$ cat src/hw/rtl/msp_pkg.sv
// shared types and constants for the msp v1 response parser
// no dependencies; imported by the parser top level and its checker
package msp_pkg;

    // frame delimiter and direction characters
    localparam logic [7:0] CH_DOLLAR = 8'h24;  // '$'
    localparam logic [7:0] CH_M      = 8'h4D;  // 'M'
    localparam logic [7:0] CH_RESP   = 8'h3E;  // '>'
    localparam logic [7:0] CH_ERR    = 8'h21;  // '!'

    localparam logic [15:0] MAX_BYTES_RST = 16'd1024;

    // configuration register indexes
    localparam logic CFG_EXPECTED_CMD = 1'b0;
    localparam logic CFG_MAX_BYTES    = 1'b1;

    // result status codes
    localparam logic [2:0] ST_PROGRESS = 3'd0;
    localparam logic [2:0] ST_PAYLOAD  = 3'd1;
    localparam logic [2:0] ST_OK       = 3'd2;
    localparam logic [2:0] ST_SKIP     = 3'd3;
    localparam logic [2:0] ST_ERRFRAME = 3'd4;
    localparam logic [2:0] ST_BADSUM   = 3'd5;
    localparam logic [2:0] ST_LIMIT    = 3'd6;
    localparam logic [2:0] ST_IGNORED  = 3'd7;

    typedef struct packed {
        logic [7:0] rx_byte;
        logic       begin_req;
    } t_in;

    typedef struct packed {
        logic [2:0] status;
        logic [7:0] payload_byte;
        logic [7:0] payload_index;
        logic [7:0] frame_cmd;
        logic [7:0] frame_size;
        logic [7:0] computed_checksum;
        logic       last;
    } t_out;

endpackage

$ cat src/hw/rtl/msp_v1_response_parser.sv
// msp v1 response frame parser: byte state machine with a two-entry result buffer
// depends on msp_pkg
// an accepted byte's result is registered in the main result register, or in the skid entry while that one is held
// one byte per cycle while o_in_stall is low; the parser state is updated at the accepting edge
// o_in_stall rises only when both result registers hold untaken transactions
// reset: synchronous active-low, clears parser and byte count, sets config to its reset values, empties buffers
module msp_v1_response_parser (
    input  logic          i_clk,
    input  logic          i_rst_n,
    // configuration write port
    input  logic          i_cfg_we,
    input  logic          i_cfg_idx,
    input  logic [15:0]   i_cfg_wdata,
    // byte input channel
    input  logic          i_in_valid,
    output logic          o_in_stall,
    input  msp_pkg::t_in  i_in,
    // result channel
    output logic          o_out_valid,
    input  logic          i_out_stall,
    output msp_pkg::t_out o_out
);
    import msp_pkg::*;

    typedef enum logic [2:0] {
        PH_HUNT  = 3'd0,
        PH_M     = 3'd1,
        PH_DIR   = 3'd2,
        PH_SIZE  = 3'd3,
        PH_CMD   = 3'd4,
        PH_DATA  = 3'd5,
        PH_CHECK = 3'd6
    } t_phase;

    // configuration
    logic [7:0]  r_expected_cmd;
    logic [15:0] r_max_bytes;

    // parser state
    t_phase      r_phase, n_phase;
    logic [7:0]  r_size, n_size;
    logic [7:0]  r_cmd, n_cmd;
    logic [7:0]  r_xor, n_xor;
    logic [7:0]  r_pcount, n_pcount;
    logic [15:0] r_consumed, n_consumed;
    logic        r_finished, n_finished;

    // result buffer: main register plus skid entry
    logic        r_out_valid;
    t_out        r_out;
    logic        r_skid_valid;
    t_out        r_skid;
    t_out        n_res;

    logic        w_accept;
    logic        w_take;

    assign o_in_stall  = r_skid_valid;
    assign o_out_valid = r_out_valid;
    assign o_out       = r_out;
    assign w_accept    = i_in_valid && !r_skid_valid;
    assign w_take      = r_out_valid && !i_out_stall;

    // next parser state and result for the byte on the input
    always_comb begin
        logic       ended;
        logic       skipped;
        logic [7:0] b;
        b       = i_in.rx_byte;
        ended   = 1'b0;
        skipped = 1'b0;

        // begin request clears everything before this byte is handled
        n_phase    = i_in.begin_req ? PH_HUNT : r_phase;
        n_size     = i_in.begin_req ? 8'd0    : r_size;
        n_cmd      = i_in.begin_req ? 8'd0    : r_cmd;
        n_xor      = i_in.begin_req ? 8'd0    : r_xor;
        n_pcount   = i_in.begin_req ? 8'd0    : r_pcount;
        n_consumed = i_in.begin_req ? 16'd0   : r_consumed;
        n_finished = i_in.begin_req ? 1'b0    : r_finished;

        n_res               = '0;
        n_res.status        = ST_PROGRESS;

        if (n_finished) begin
            // transaction over: byte is ignored, no state change
            n_res.status = ST_IGNORED;
        end else begin
            // saturating byte count
            if (n_consumed != 16'hFFFF) begin
                n_consumed = n_consumed + 16'd1;
            end
            unique case (n_phase)
                PH_M: begin
                    n_phase = (b == CH_M) ? PH_DIR : PH_HUNT;
                end
                PH_DIR: begin
                    if (b == CH_RESP) begin
                        n_phase = PH_SIZE;
                    end else if (b == CH_ERR) begin
                        n_res.status = ST_ERRFRAME;
                        ended        = 1'b1;
                    end else begin
                        n_phase = PH_HUNT;
                    end
                end
                PH_SIZE: begin
                    n_size  = b;
                    n_xor   = b;
                    n_phase = PH_CMD;
                end
                PH_CMD: begin
                    n_cmd    = b;
                    n_xor    = n_xor ^ b;
                    n_pcount = 8'd0;
                    n_phase  = (n_size == 8'd0) ? PH_CHECK : PH_DATA;
                end
                PH_DATA: begin
                    n_res.status        = ST_PAYLOAD;
                    n_res.payload_byte  = b;
                    n_res.payload_index = n_pcount;
                    n_xor               = n_xor ^ b;
                    n_pcount            = n_pcount + 8'd1;
                    if (n_pcount == n_size) begin
                        n_phase = PH_CHECK;
                    end
                end
                PH_CHECK: begin
                    if (b != n_xor) begin
                        n_res.status = ST_BADSUM;
                        ended        = 1'b1;
                    end else if (n_cmd != r_expected_cmd) begin
                        n_res.status = ST_SKIP;
                        skipped      = 1'b1;
                    end else begin
                        n_res.status = ST_OK;
                        ended        = 1'b1;
                    end
                end
                default: begin
                    // hunting for the dollar sign
                    if (b == CH_DOLLAR) begin
                        n_phase = PH_M;
                    end
                end
            endcase
            // byte limit, unless this byte already closed the transaction
            if (!ended && (n_consumed >= r_max_bytes)) begin
                n_res.status        = ST_LIMIT;
                n_res.payload_byte  = 8'd0;
                n_res.payload_index = 8'd0;
                ended               = 1'b1;
            end
        end

        // frame fields show the registers after this byte, before a skip clears them
        n_res.frame_cmd         = n_cmd;
        n_res.frame_size        = n_size;
        n_res.computed_checksum = n_xor;
        n_res.last              = ended;

        if (ended) begin
            n_finished = 1'b1;
        end else if (skipped) begin
            // other command: keep its code, go back to the hunt
            n_phase  = PH_HUNT;
            n_size   = 8'd0;
            n_xor    = 8'd0;
            n_pcount = 8'd0;
        end
    end

    always_ff @(posedge i_clk) begin
        if (!i_rst_n) begin
            r_expected_cmd <= 8'd0;
            r_max_bytes    <= MAX_BYTES_RST;
            r_phase        <= PH_HUNT;
            r_size         <= 8'd0;
            r_cmd          <= 8'd0;
            r_xor          <= 8'd0;
            r_pcount       <= 8'd0;
            r_consumed     <= 16'd0;
            r_finished     <= 1'b0;
            r_out_valid    <= 1'b0;
            r_skid_valid   <= 1'b0;
        end else begin
            // configuration writes
            if (i_cfg_we) begin
                unique case (i_cfg_idx)
                    CFG_EXPECTED_CMD: r_expected_cmd <= i_cfg_wdata[7:0];
                    CFG_MAX_BYTES:    r_max_bytes    <= i_cfg_wdata;
                    default:          r_max_bytes    <= r_max_bytes;
                endcase
            end

            // parser state advances on every accepted byte
            if (w_accept) begin
                r_phase    <= n_phase;
                r_size     <= n_size;
                r_cmd      <= n_cmd;
                r_xor      <= n_xor;
                r_pcount   <= n_pcount;
                r_consumed <= n_consumed;
                r_finished <= n_finished;
            end

            // result buffer
            if (!r_out_valid || w_take) begin
                if (r_skid_valid) begin
                    // skid entry moves up; no byte is accepted this cycle
                    r_out        <= r_skid;
                    r_out_valid  <= 1'b1;
                    r_skid_valid <= 1'b0;
                end else if (w_accept) begin
                    r_out       <= n_res;
                    r_out_valid <= 1'b1;
                end else begin
                    r_out_valid <= 1'b0;
                end
            end else if (w_accept) begin
                // main register held by a stall: park the new result
                r_skid       <= n_res;
                r_skid_valid <= 1'b1;
            end
        end
    end

endmodule

$ cat config.mk
export PLATFORM = sky130hd
export DESIGN_NAME = msp_v1_response_parser
export DESIGN_NICKNAME = d
export VERILOG_FILES = /design/src/hw/rtl/msp_pkg.sv /design/src/hw/rtl/msp_v1_response_parser.sv
export SDC_FILE = /design/constraint.sdc
export NUM_CORES = 1
export LEC_CHECK = 0
export BUFFER_PORTS_ARGS = -buffer_cell sky130_fd_sc_hd__buf_2
export CORE_UTILIZATION = 55
export CTS_CLUSTER_DIAMETER = 150
export CTS_CLUSTER_SIZE = 24
export DETAILED_ROUTE_END_ITERATION = 12
export PLACE_DENSITY_LB_ADDON = 0.08
export REMOVE_ABC_BUFFERS = 1
export SLEW_MARGIN = 20
export SYNTH_ARGS = -nofsm -noshare
export SYNTH_HDL_FRONTEND = slang
export SYNTH_SLANG_ARGS = --single-unit
$ cat constraint.sdc
create_clock -name i_clk -period 11.9 [get_ports i_clk]
set_input_delay 2.38 -clock i_clk [delete_from_list [all_inputs] [get_ports i_clk]]
set_output_delay 2.38 -clock i_clk [all_outputs]
set_load 0.005 [all_outputs]
==> results of run 1 <==
## metrics by stage
step	util	total power (uW)	area [um2]	hold WS, ns	setup slack (ns)
floorplan	-	683	8470	0.435	5.43
global placement	0.600	723	9230	0.453	4.51
detailed placement	0.600	724	9230	0.458	4.39
CTS	0.639	1280	9820	0.466	4.86
global route	0.639	1310	9820	0.480	4.42
finish	0.639	1270	9820	0.461	4.82
## worst paths after layout
kind	from	cells after the start	to	slack, ns
worst max-delay path	i_in[0]	18	r_xor[0]	4.82
worst max register to register	r_consumed[0]	16	r_xor[0]	6.92
worst min-delay path	r_max_bytes[2]	2	r_max_bytes[2]	0.46
worst min register to register	r_max_bytes[2]	2	r_max_bytes[2]	0.46
## registers in the layout (all words and copies together), names as in the netlist
signal / count
r_pcount: 8
r_skid: 44
r_size: 8
o_out: 44
o_in_stall: 1
r_phase: 3
r_xor: 8
r_consumed: 16
r_cmd: 8
o_out_valid: 1
r_finished: 1
r_expected_cmd: 8
r_max_bytes: 16
## worst register-to-register path, cell delays in order (launching register included)
cell,delay (ns)
dfxtp_1,0.33
nor2b_1,0.23
ha_1,0.27
and2_1,0.17
nand4_1,0.14
nor4b_2,0.56
nor2_1,0.30
nand3_1,0.20
xor2_1,0.15
nor2_1,0.06
ha_1,0.31
a22o_1,0.20
o41a_1,0.31
o21ai_1,0.24
or4b_1,0.50
o21a_1,0.51
a22o_1,0.38
## cell type report
| class | instances | area [um2] | area share |
|---|---|---|---|
| clock buffers | 20 | 437 | 0.0445 |
| clock inverters | 12 | 155 | 0.0158 |
| inverters | 24 | 90.1 | 0.00917 |
| multi-input cells | 696 | 4200 | 0.428 |
| flip-flops and latches | 166 | 4200 | 0.428 |
| well taps | 211 | 264 | 0.0269 |
| repair buffers | 88 | 470 | 0.0479 |
## synthesized netlist by cell type (all sizes together), types with 6 or more instances
cell type and count:
o21a 9, a31oi 10, dfxtp 78, nor4bb 6
clkbuf 56, o22ai 6, or3 9, a22o 20
buf 9, mux2 25, nor3b 14, edfxtp 88
o21ai 80, nor2 70, and2 20, nand4 12
nand3 29, a21oi 25, xor2 13, a21boi 35
nand2 170, nor2b 16, xnor2 16, nor4 8
inv 24, ha 18, nor3 12
## per-layer routing
metal  global-route usage  up-vias
met5                    0        -
met4               0.0983        0
met3               0.0451       29
met2                0.422      248
met1                0.345     3351
li1                     -     3487
## cell usage in the layout (no fill, tap or decap), types with 18 or more instances in the layout
cell type and count:
and2_1 20, nand2_1 170, buf_2 76, dfxtp_1 78, o21ai_1 27, a21boi_0 27, mux2_2 25, nor2_1 69
inv_1 24, a22o_1 20, a21oi_1 24, o21ai_0 53, edfxtp_1 88, ha_1 18, nand3_1 29
## report_power, final
part / total [uW] / switching, uW / internal [uW]
registers: 624 / 8.25 / 616
clock network: 557 / 227 / 330
logic: 88.5 / 56.4 / 32.0
total: 1270 / 291 / 978
## cell families (layout without fill, tap and decap cells)
family / count (synthesis) / count (layout) / synth area share
simple gates: 398 / 398 / 0.222
flops: 166 / 166 / 0.481
buf+inv: 89 / 144 / 0.0417
compound gates: 225 / 225 / 0.168
fa+ha+maj: 18 / 18 / 0.0258
mux: 26 / 26 / 0.0334
xor+xnor: 29 / 29 / 0.0291
==> impl_metrics.toml, run 1 <==
[setup_path]
path_class = "in -> reg"
crit_family = "simple AND/OR/NAND/NOR gates"
worst-path-buf-inv = 2
cp_slowest_stage_delay_ns = 0.56
cp_cell_sequence = "buf_2, buf_4, nor2b_1, ha_1, and2_1, nand4_1, nor4b_2, nor2_1, nand3_1, xor2_1, nor2_1, ha_1, a22o_1, o41a_1, o21ai_1, or4b_1, o21a_1, a22o_1"
worstSetupEndpointType = "flip-flop"
slowest_stage = "nor4b_2"
crit_arrival_ns = 7.40
start_kind = "input pin"
crit_fanout = 69
cp.required_ns = 12.22

[routing]
detail_route.iter0.violations = 529
wl_met1_um = 8910
top_layer = "met4"
drtAntennaViolNets = 0
vias = 7115
routed_via_density = 5.85
wl_um = 20000
route.met3.wl_um = 1270
dr_wl_met2_um = 9510
route.detailed.drc = 0
wl_per_cell_um = 16.5
drt_pre_antenna_iters = 5

[die]
dieArea_um2 = 16400
core_um2 = 15400
fp.dieH_um = 128
initial_core_util = 0.569
die_w_um = 128
num_rows = 45
io_pins = 77

[timing]
min_period_ns = 7.08
clock-skew-final_ns = 0.00810
relSlewSlack = 0.342
rsz0062_at_grt = "false"
fmax_mhz = 141
setup_viol = 0
finalCritPeriodShare = 0.595
tightest_slew_ns = 0.984
finalMaxSlewViolations = 0
hold_viol_final = 0
tns_ns = 0

[clocking]
cts-root-buf = "clkbuf_16"
htreeDepth = 4
cts_tree = "yes"
clk_pin_slew_ns = 0.06
cts.sinks = 166
holdBufCountCts = 0
clock_latency_ns = 0.43
clockBufferDepth = 2
cts.repair.resized = 0
numCtsBuffers = 17
postCtsSetupBuffers = 0

[global_route]
grt_overflow = 0
grt_max_degree = 70
antenna_found_initial = 0
grt_pass1_vias = 6500
grt_first_pass_wirelength_um = 33000
grt_usage = 0.259

[logic_synthesis]
synth-main-ff-cell = "edfxtp_1"
async_reset_ff_frac = 0
ys_warn_count = 0
netlist_area_um2 = 8740
synth_edf_count = 88
yosysUniqueCellTypes = 69
avgSynthCellArea_um2 = 9.19
yosysSeqAreaShare = 0.481
post-synth-top-area-cell = "edfxtp_1"
synthTopCellsByArea = "edfxtp_1, dfxtp_1, nand2_1"
synth_cells = 951
synth_seq_cells = 166
yosysTopAreaCellShare = 0.302

[placed_design]
gp_congestion = 0.878
dp_cells = 1185
port_buffers = 76
dp_hpwl_um = 13300

[power_and_ir_drop]
p_leak_uw = 0.00359
power_density_nw_per_um2 = 129
peakVddDrop_uv = 91.4

[status]
status = "finished clean"

[finish]
antenna_cells = 0
instances_no_fill = 1217
n_fill_cell = 1328
final_nets = 1042
drive_above_1_share = 0.146
syn_to_final_growth_pct = 12.4

[worst_hold_path]
min_path_type = "reg -> reg"

[flow_run]
drv_cap = 0
(Power assumes the default switching activity.)
==> inputs of run 2 (changes only) <==
- ABC_AREA: default -> 1
- clock period: 11.9 -> 6.8 ns (I/O delays scaled with it)
==> run 2 against run 1 <==
- cell count up 12%
- worst hold slack about the same
- count of clock-buffer cells in the layout up 7
- combinational power up 130%
- via count up 1.9%
==> impl_metrics.toml, run 2 <==
[routing]
detail_route.iter0.violations = 675
wl_um = 19600
route.detailed.drc = 0
wl_per_cell_um = 14.4
vias = 7250
drt_pre_antenna_iters = 7
routed_via_density = 5.31
drtAntennaViolNets = 0

[timing]
clock-skew-final_ns = 0.00970
hold_viol_final = 0
finalCritPeriodShare = 0.716
relSlewSlack = 0.382
rsz0062_at_grt = "false"
fmax_mhz = 205
setup_viol = 0
tightest_slew_ns = 0.926
min_period_ns = 4.87
tns_ns = 0
finalMaxSlewViolations = 0

[logic_synthesis]
yosysSeqAreaShare = 0.489
synth_most_common_cell = "nand2_1"
async_reset_ff_frac = 0
synthTopCellsByArea = "edfxtp_1, dfxtp_1, nand2_1"
post-synth-top-area-cell = "edfxtp_1"
synth_top_family_by_area = "simple AND/OR/NAND/NOR gates"
synth-main-ff-cell = "edfxtp_1"
yosys.area_share.xor_xnor = 0.0173
yosysUniqueCellTypes = 42
synthSimpleGateAreaFrac = 0.278
yosysTopAreaCellShare = 0.308
netlist_area_um2 = 8590
yosys-top-cells-count = "nand2_1, nor2_1, inv_1"
yosys.area_share.adder = 0.0262
synth_seq_cells = 166
avgSynthCellArea_um2 = 7.77
synth_cells = 1105
ys_warn_count = 0
synth.mux.area_fraction = 0
synth_edf_count = 88
synth_compound_area_frac = 0.107

[die]
fp.dieH_um = 127
dieArea_um2 = 16100
io_pins = 77
initial_core_util = 0.565
num_rows = 45
core_um2 = 15200
die_w_um = 127

[power_and_ir_drop]
total_power_uw = 2240
p_leak_uw = 0.00414
peakVddDrop_uv = 162
pwr-share-comb = 0.089
p_seq_frac = 0.494
power.internal_uw = 1700
p_switching_uw = 538
clock_power_share = 0.416
power_density_nw_per_um2 = 233
p_sw_frac = 0.240

[clocking]
clk_pin_slew_ns = 0.06
cts.sinks = 166
clockBufferDepth = 2
postCtsSetupBuffers = 0
htreeDepth = 4
holdBufCountCts = 0
cts_tree = "yes"
cts-root-buf = "clkbuf_16"
cts.repair.resized = 0
clock_latency_ns = 0.43
numCtsBuffers = 17

[global_route]
grt_usage = 0.253
antenna_found_initial = 0
grt_overflow = 0
grt_first_pass_wirelength_um = 31900
grt_pass1_vias = 6456
grt_max_degree = 48

[setup_path]
path_class = "in -> reg"
start_kind = "input pin"
critPathMostFrequentCell = "nand2_1"
cp.required_ns = 7.10
crit_arrival_ns = 5.17
slowest_stage = "inv_2"
crit_fanout = 42
cp_cell_sequence = "buf_2, inv_2, nand2_4, nor2_2, nand4_2, nor2_1, nand3_2, a21oi_1, ha_1, a21oi_1, o21ai_0, nand2_1, nand2_1, nand2_1, nand2_1, nor2_1, inv_1, nand2_2, inv_2, nor3_2, nand2_1, nand2_1"
worstSetupEndpointType = "flip-flop"
cp_slowest_stage_delay_ns = 0.71

[status]
status = "finished clean"

[placed_design]
gp_congestion = 0.895
dp_hpwl_um = 13200
placed_area_um2 = 9040
port_buffers = 76

[finish]
layout_common_cells = "nand2_1, nor2_1, inv_1, edfxtp_1, dfxtp_1"
syn_to_final_growth_pct = 11.9
final_nets = 1213
antenna_cells = 0
drive_above_1_share = 0.133
finish.instance_area_um2 = 9610
final_core_util = 0.632
layout_commonest_cell = "nand2_1"

[flow_run]
drv_cap = 0

[worst_hold_path]
min_path_type = "reg -> reg"
-- run 2: power by group through the flow --
stage | combinational (uW) | sequential, uW | clock, uW
2_1_floorplan | 124 | 1130 | 0
6_report | 200 | 1110 | 932
3_5_place_dp | 200 | 1130 | 0
4_1_cts | 201 | 1110 | 938
3_3_place_gp | 198 | 1130 | 0
5_1_grt | 227 | 1110 | 985
-- run 2: cell type report --
| type | instances | area (um2) |
|---|---|---|
| tap | 188 | 235 |
| clock inverter | 5 | 32.5 |
| multi-input combinational | 770 | 3700 |
| fill | 1381 | 5590 |
| timing repair buffer | 82 | 425 |
| sequential | 166 | 4200 |
| inverter | 127 | 477 |
| clock buffer | 27 | 541 |
-- run 2: layer usage --
layer,share of wire,global-route usage,up-vias
met5,0,0,-
met4,0.021,0.0896,0
met2,0.47,0.413,213
li1,-,-,3707
met3,0.054,0.0456,30
met1,0.46,0.339,3300
-- run 2: kinds of logic after synthesis --
kind of cell | after synthesis
AOI/OAI and AO/OA | 170
xor gates and xnor gates | 17
adders and majority gates | 18
buffers and inverters | 169
DFF | 166
and+or+nand+nor | 565
-- run 2: worst paths after layout --
check                  startpoint              end  slack (ns)  depth (start not counted)
setup reg to reg    r_consumed[0]        o_out[40]        3.15                         21
hold reg to reg   r_max_bytes[11]  r_max_bytes[11]        0.46                          2
hold / removal    r_max_bytes[11]  r_max_bytes[11]        0.46                          2
setup / recovery          i_in[0]        o_out[40]        1.93                         22
-- run 2: per-stage QoR --
step / setup slack [ns] / hold WS, ns / std cells
after global placement: 1.66 / 0.452 / 1333
after global routing: 1.48 / 0.482 / 1365
after detailed placement: 1.54 / 0.456 / 1333
after CTS: 1.96 / 0.465 / 1365
after floorplan: 2.30 / 0.435 / 1063
final: 1.93 / 0.461 / 1365
-- run 2: worst max-delay path: cells and delay by family --
kind | cells | cell delay, ns
fa+ha+maj | 1 | 0.28
buf+inv | 4 | 1.28
compound gates | 3 | 0.54
simple gates | 14 | 1.68
==> inputs of run 3 (changes only) <==
- ABC_AREA: 1 -> 0
- clock period: 6.8 -> 4.8 ns (I/O delays scaled with it)
==> run 3 against run 2 <==
- sequential power grew 40%
- routed wire length grew 6.3%
- setup slack lost 1.6 ns
- total power grew 40%
- global-route usage grew 1.4 points
- critical endpoint is now r_xor[2]
==> impl_metrics.toml, run 3 (same netlist as run 1, synthesis figures left out) <==
[status]
status = "finished clean"

[routing]
route.detailed.drc = 0
vias = 7258
detail_route.iter0.violations = 563
drt_pre_antenna_iters = 5
routed_via_density = 5.87
wl_per_cell_um = 16.9
drtAntennaViolNets = 0
wl_um = 20900

[setup_path]
r2r-start = "r_consumed[3]"
cp.required_ns = 5.12
crit_fanout = 19
r2r-end = "r_xor[2]"
worstSetupEndpointType = "flip-flop"
crit_arrival_ns = 4.80
start_kind = "input pin"
reg2reg_depth = 14
path_class = "in -> reg"
r2r_slack_ns = 0.60

[worst_hold_path]
min_path_type = "reg -> reg"
min_delay_worst_endpoint = "r_max_bytes[8]"
min_path_cells = 2
hp-start = "r_max_bytes[8]"

[placed_design]
dp_hpwl_um = 14100
port_buffers = 76
gp_congestion = 0.910

[global_route]
grt_first_pass_wirelength_um = 33800
grt_max_degree = 64
grt_overflow = 0
grt_usage = 0.266
grt_pass1_vias = 6650
antenna_found_initial = 0

[clocking]
cts_tree = "yes"
clockBufferDepth = 2
cts.sinks = 166
postCtsSetupBuffers = 0
cts-root-buf = "clkbuf_16"
numCtsBuffers = 17
clk_pin_slew_ns = 0.07
clock_latency_ns = 0.43
htreeDepth = 4

[power_and_ir_drop]
peakVddDrop_uv = 249
p_leak_uw = 0.00372
total_power_uw = 3130
power_density_nw_per_um2 = 313

[finish]
layout_commonest_cell = "nand2_1"
layout_common_cells = "nand2_1, edfxtp_1, dfxtp_1, buf_2, nor2_1"
final_core_util = 0.650
antenna_cells = 0
drive_above_1_share = 0.165
syn_to_final_growth_pct = 14.4
n_fill_cell = 1309
final_nets = 1061

[timing]
setup_viol = 0
tns_ns = 0
tightest_slew_ns = 0.693
rsz0062_at_grt = "false"
finalMaxSlewViolations = 0
finalCritPeriodShare = 0.933
min_period_ns = 4.48
fmax_mhz = 223
hold_viol_final = 0
clock-skew-final_ns = 0.00840
relSlewSlack = 0.534

[die]
core_um2 = 15400
num_rows = 45
die_w_um = 128
io_pins = 77
fp.dieH_um = 128
initial_core_util = 0.569
dieArea_um2 = 16400

[flow_run]
drv_cap = 0
## run 3: worst max-delay path, stage by stage
cell and delay (ns):
buf_2 0.13, nor2b_1 0.16, ha_1 0.19, and2_1 0.14, nand4_1 0.18, nor4b_4 0.37
nor2_1 0.14, nand3_1 0.13, xor2_1 0.18, nor2_1 0.06, ha_1 0.30, a22o_1 0.20
o41a_1 0.30, o21ai_1 0.21, or4b_1 0.50, o21a_1 0.22, buf_12 0.16, a22o_1 0.24
## run 3: how the worst max path moves through the flow
stage / endpoint / from / cells past startpoint / slack [ns]
2_1_floorplan: r_xor[0] / i_in[0] / 14 / -0.25
3_3_place_gp: r_skid[31] / i_in[0] / 18 / -0.13
6_report: r_xor[2] / i_in[0] / 18 / 0.32
3_5_place_dp: r_skid[35] / i_in[0] / 18 / -0.24
5_1_grt: r_xor[2] / i_in[0] / 18 / 0.11
4_1_cts: r_skid[30] / i_in[0] / 18 / 0.18
## run 3: layout make-up
| class | count | area [um2] | area share |
|---|---|---|---|
| Sequential cell | 166 | 4200 | 0.421 |
| Inverter | 24 | 90.1 | 0.00901 |
| Tap cell | 211 | 264 | 0.0264 |
| Clock buffer | 18 | 429 | 0.0429 |
| Timing Repair Buffer | 107 | 638 | 0.0638 |
| Multi-Input combinational cell | 696 | 4220 | 0.422 |
| Clock inverter | 14 | 151 | 0.0151 |
## run 3: metrics by stage
stage / instances / setup WS, ns / hold slack (ns) / instance area (um2)
finish: 1236 / 0.322 / 0.464 / 10000
CTS: 1236 / 0.176 / 0.468 / 9970
global route: 1236 / 0.114 / 0.491 / 10000
detailed placement: 1204 / -0.235 / 0.459 / 9390
global placement: 1204 / -0.126 / 0.455 / 9390
floorplan: 886 / -0.247 / 0.435 / 8470
## run 3: timing repair
action,CTS,global route
endpoints found under the setup margin,0,15
resized for setup,0,2
hold buffers,0,0
## run 3: report_power, final
| part | total, uW | leakage (uW) | internal [uW] | switching (uW) |
|---|---|---|---|---|
| clock network | 1360 | 0.000277 | 771 | 585 |
| registers | 1550 | 0.00147 | 1530 | 21.5 |
| logic | 227 | 0.00197 | 84.6 | 143 |
| total | 3130 | 0.00372 | 2380 | 749 |
## run 3: routing by layer
metal	GRT usage	wire length, um
met4	0.120	582
met5	0	0
met2	0.430	9680
met1	0.347	9470
met3	0.0526	1130
